## config.mk

```make
export PLATFORM = sky130hd
export DESIGN_NAME = cmgh_ram
export DESIGN_NICKNAME = d
export VERILOG_FILES = /design/src/design/cmgh_pkg.sv /design/src/design/cmgh_ram.sv
export SDC_FILE = /design/constraint.sdc
export NUM_CORES = 2
export LEC_CHECK = 0
export BUFFER_PORTS_ARGS = -buffer_cell sky130_fd_sc_hd__buf_2
export CELL_PAD_IN_SITES_DETAIL_PLACEMENT = 2
export CELL_PAD_IN_SITES_GLOBAL_PLACEMENT = 2
export CORE_MARGIN = 2
export CORE_UTILIZATION = 25
export DETAILED_ROUTE_END_ITERATION = 6
export PLACE_DENSITY_LB_ADDON = 0.1
export SLEW_MARGIN = 15
export SYNTH_ARGS = -nofsm -noshare
export SYNTH_HDL_FRONTEND = slang
export SYNTH_SLANG_ARGS = --single-unit
```

## constraint.sdc

```tcl
create_clock -name i_clk -period 4.9 [get_ports i_clk]
set_clock_uncertainty 0.1 [all_clocks]
set_input_delay 0.98 -clock i_clk [delete_from_list [all_inputs] [get_ports i_clk]]
set_output_delay 0.98 -clock i_clk [all_outputs]
set_load 0.1 [all_outputs]
```

## src/design/cmgh_pkg.sv

```systemverilog
// cmgh_pkg: shared types, codes and defaults for color_matrix_gamma_histogram
// no dependencies
package cmgh_pkg;

    localparam int TONE_INDEX_BITS_DEF    = 16;
    localparam int COEF_FRACTION_BITS_DEF = 8;
    localparam int COUNT_BITS_DEF         = 24;
    localparam int BIN_COUNT_DEF          = 256;

    localparam int SAMPLE_BITS   = 16;
    localparam int COEF_BITS     = 16;
    localparam int ROW_BITS      = 48;
    localparam int TONE_BITS     = 8;
    localparam int BIN_OUT_BITS  = 24;
    localparam int CHANNELS      = 3;

    localparam logic [ROW_BITS-1:0] RED_ROW_RESET   = 48'd256;
    localparam logic [ROW_BITS-1:0] GREEN_ROW_RESET = 48'd16777216;
    localparam logic [ROW_BITS-1:0] BLUE_ROW_RESET  = 48'd1099511627776;

    typedef enum logic [1:0] {
        OP_PIXEL       = 2'd0,
        OP_TABLE_WRITE = 2'd1,
        OP_BIN_READ    = 2'd2,
        OP_HIST_CLEAR  = 2'd3
    } t_op;

    typedef enum logic [1:0] {
        CFG_RED_ROW   = 2'd0,
        CFG_GREEN_ROW = 2'd1,
        CFG_BLUE_ROW  = 2'd2
    } t_cfg_index;

    typedef enum logic [2:0] {
        ST_CLEAR,
        ST_IDLE,
        ST_MUL,
        ST_SUM,
        ST_TONE,
        ST_HIST,
        ST_READ,
        ST_DONE
    } t_state;

    typedef struct packed {
        t_op         op;
        logic [15:0] red_in;
        logic [15:0] green_in;
        logic [15:0] blue_in;
        logic [15:0] table_index;
        logic [7:0]  table_value;
        logic [1:0]  hist_channel;
        logic [7:0]  hist_bin;
    } t_in_word;

    typedef struct packed {
        logic [7:0]  red_out;
        logic [7:0]  green_out;
        logic [7:0]  blue_out;
        logic [23:0] bin_count;
    } t_out_word;

    typedef struct packed {
        logic rd;
        logic wr;
    } t_mem_en;

endpackage

```

## src/design/cmgh_ram.sv

```systemverilog
// cmgh_ram: one write port, one read port memory with registered read data
// uses cmgh_pkg for the port enable struct
module cmgh_ram #(
    parameter int ADDR_BITS = 8,
    parameter int DEPTH     = 256,
    parameter int DATA_BITS = 8
) (
    input  logic                 i_clk,
    input  cmgh_pkg::t_mem_en    i_en,
    input  logic [ADDR_BITS-1:0] i_wr_addr,
    input  logic [DATA_BITS-1:0] i_wr_data,
    input  logic [ADDR_BITS-1:0] i_rd_addr,
    output logic [DATA_BITS-1:0] o_rd_data
);
    import cmgh_pkg::*;

    logic [DATA_BITS-1:0] r_mem [DEPTH];
    logic [DATA_BITS-1:0] r_rd_data;

    always_ff @(posedge i_clk) begin
        if (i_en.wr) begin
            r_mem[i_wr_addr] <= i_wr_data;
        end
    end

    always_ff @(posedge i_clk) begin
        if (i_en.rd) begin
            r_rd_data <= r_mem[i_rd_addr];
        end
    end

    assign o_rd_data = r_rd_data;

endmodule

```

# After elaboration in Yosys (flattened, before gate mapping)
# Memory sizes are Yosys's and may differ from the RTL's. A register that Yosys moved wholly into a read port is not among the register bits.
# Index checks and enable logic that the tools add are counted.
[totals]
regBits = 0
ramBits = 2048
in_bits = 27
word_cells = 3
mem_count = 1
[mem_list]
columns = ["memory", "words", "word_bits", "read_ports", "rd_ports_with_merged_regs", "write_ports", "line", "text"]
rows = [
  ["r_mem", 256, 8, 1, 1, 1, "cmgh_ram.sv:17", "logic [DATA_BITS-1:0] r_mem [DEPTH];"],
]
[classes]
muxes = 2
[ops]
columns = ["op", "n"]
rows = [
  ["$mux 1", 2],
]

# Longest topological paths before layout
[depth]
depth_word = 2
mapped_depth = 11
mapped_depth_nobuf = 6

# Worst setup path before layout
# No wires, ideal clock.
[synth_path]
kind = "input -> register"
start = "input i_rd_addr[0]"
end = "register r_rd_data[2] (netlist: o_rd_data[2]), read port of r_mem (data pin)"
arrival_time_ns = 2.787
setup_slack_ns = 1.744
path_stages = 9
cell_sequence = "buf_6 buf_12 buf_8 buf_2 mux4_2 a22oi_1 a21oi_1 nor4_1 nor4_2"
[synth_lines]
columns = ["element", "line", "text"]
rows = [
  ["start, declared", "cmgh_ram.sv:12", "input logic [ADDR_BITS-1:0] i_rd_addr,"],
  ["end, declared", "cmgh_ram.sv:18", "logic [DATA_BITS-1:0] r_rd_data;"],
]

==> run_results.csv <==
group,metric,value,unit
sta,timing.fmax,0.2281,GHz
clocking,clkSinkCount,2056,
global_route,grt_max_degree,104,
clocking,cts_made_buffers,237,
yosys,synth-seq-area-share,0.7753,
routing,vias,39180,
sta,hold_violations,0,
routing,first_pass_iters,5,
placement,place_area,0.08721,mm^2
routing,drt-total-wl,268400,um
sta,rsz0062_at_grt,"no",
yosys,synth_cell_types,54,
clocking,cts_setup_buffers,0,
yosys,ys_ff_latch,2056,
yosys,synthArstFlopShare,0,
yosys,synth_edf_count,2056,
finish,drive_gt1_frac,0.2826,
yosys,netlist_area,0.07964,mm^2
yosys,post-synth-top-count-cell,"edfxtp_1",
routing,drt-initial-drc-count,3078,
critical_path,rr_startpoint,"r_mem[27][3]",
sta,final.period_utilization,0.8947,
sta,period_needed,4.384,ns
clocking,path_clk_slew,0.06,ns
yosys,synth_common_cells,"edfxtp_1, mux4_2, nor2_1, mux2i_1, a22oi_1",
clocking,post_cts_resized,0,
placement,post-place-ws,-0.2943,ns
finish,fin_nets,4178,
outcome,status,"finished, final reports clean",
floorplanning,die_y,568.4,um
clocking,cts_tree,"done",
floorplanning,initial_utilization,0.2508,
routing,vias_per_cell,4.601,
global_route,grtUsageTotal,0.1648,
floorplanning,dieArea,0.3231,mm^2
routing,drc,0,
critical_path,end_kind,"register",
yosys,synth_top_area_frac,0.7753,
global_route,grt_pass1_wl,372500,um
pwr,p_total,38.41,mW
clocking,cts_max_path_buffers,4,
worst_hold_path,min-delay-path-class,"in2reg",
floorplanning,core,0.3175,mm^2
sta,slew_headroom,0.1661,
sta,worst_pin_slew,1.239,ns
pwr,peakVddDrop,0.2861,mV
pwr,power_density,406.7,mW/mm^2
clocking,h-tree-depth,4,
yosys,yosysWarnings,0,
sta,fin_ws,0.5158,ns
routing,ant_nets,0,
critical_path,crit_type,"in2reg",
yosys,synthTopCellsByArea,"edfxtp_1, mux4_2, mux2i_1",
yosys,syn_avg_cell_area,21.33,um^2
pwr,p_leak,29.13,nW
critical_path,cp_max_fo,20,
floorplanning,core.rowCount,207,
sta,setup_viol_count_final,0,
placement,io_buffers,34,
sta,holdWs,0.4736,ns
yosys,ys.flop_type,"edfxtp_1",
worst_hold_path,hp-start,"i_wr_data[2]",
placement,dpl.hpwl,170200,um
sta,setup-tns-final,0,ns
clocking,clk_latency,0.92,ns
finish,area_growth,18.57,%
critical_path,crit_path_start,"i_rd_addr[0]",
critical_path,critPathRequiredTime,5.45,ns
critical_path,crit_path_start_kind,"input pin",
yosys,synthesis.instances,3733,
clocking,postCtsHoldBufs,0,
global_route,grt_pass1_vias,43290,
critical_path,arrival,4.93,ns
global_route,gr-total-overflow,0,
sta,drv_slew,0,
yosys,yosysTopAreaCell,"edfxtp_1",
job,drv_cap,0,
floorplanning,dieWidth,568.4,um
finish,fin_area,0.09443,mm^2
placement,gp_congestion,0.7338,
yosys,synth_nets,3760,
global_route,antenna_found_initial,31,
routing,wire_per_inst,31.52,um
clocking,root_buffer,"clkbuf_16",
floorplanning,io_pins,35,
final cells by class:
class	count	area (um^2)
Fill cell	31800	223100
Sequential cell	2056	61740
Multi-Input combinational cell	1442	16590
Clock buffer	285	6132
Tap cell	4180	5230
Timing Repair Buffer	412	3651
Clock inverter	134	1064
Antenna cell	5	12.51
Inverter	2	7.507
state kept, by name, indices dropped and copies added, names as in the netlist:
signal / flops
o_rd_data: 8
r_mem: 2048
logic make-up (layout without fill, tap and decap cells):
logic type	Yosys count	count (layout)	synth area share
flops	2056	2056	0.7753
mux	591	591	0.1460
simple gates	466	466	0.02625
compound gates	385	385	0.03416
buf+inv	235	833	0.01829
other cells	0	5	0
placed cells by master, fill, tap and decap left out, drive strengths merged, types with 22 or more instances in the layout:
cell type	count
o22ai	28
nand2	33
nor2b	31
a22oi	133
nor3	22
o221ai	47
a21oi	96
mux4	456
edfxtp	2056
nor4	27
buf	412
mux2i	134
clkinv	108
clkbuf	285
nand3	34
nor2	282
where the power goes:
group          switching (mW)  total (mW)  internal, mW
sequential             0.0349        19.4          19.4
combinational            1.41        2.07         0.661
clock                    7.37        16.9          9.54
total                    8.81        38.4          29.6
stage by stage:
step | utilization | std cells
after floorplan | - | 3733
after global placement | 0.2746 | 8092
after detailed placement | 0.2747 | 8092
after CTS | 0.2973 | 8511
after global routing | 0.2974 | 8514
final | 0.2974 | 8516
routing by layer:
metal  share of wire  track usage  up-vias  wire length, um
li1                -            -    16590                -
met5               0            0        -                0
met2            0.49       0.2783      711           132200
met3           0.033      0.01738      278             8759
met4           0.017      0.03286        0             4490
met1            0.46       0.2295    21600           122900
path summary, 6_finish.rpt:
path,depth (start not counted),slack (ns),endpoint
setup / recovery,11,0.52,o_rd_data[3]
hold / removal,1,0.47,r_mem[81][2]
setup reg to reg,8,1.20,o_rd_data[3]
hold reg to reg,6,1.16,o_rd_data[7]
worst max-delay path: stages:
cell      delay [ns]
buf_8           0.30
buf_12          0.27
buf_12          0.23
mux4_2          0.52
a22o_1          0.24
a221oi_1        0.62
buf_4           0.24
o221ai_1        0.13
a211oi_1        0.95
buf_4           0.27
nor4_1          0.05
No activity file was read; power rests on OpenSTA's default activity.
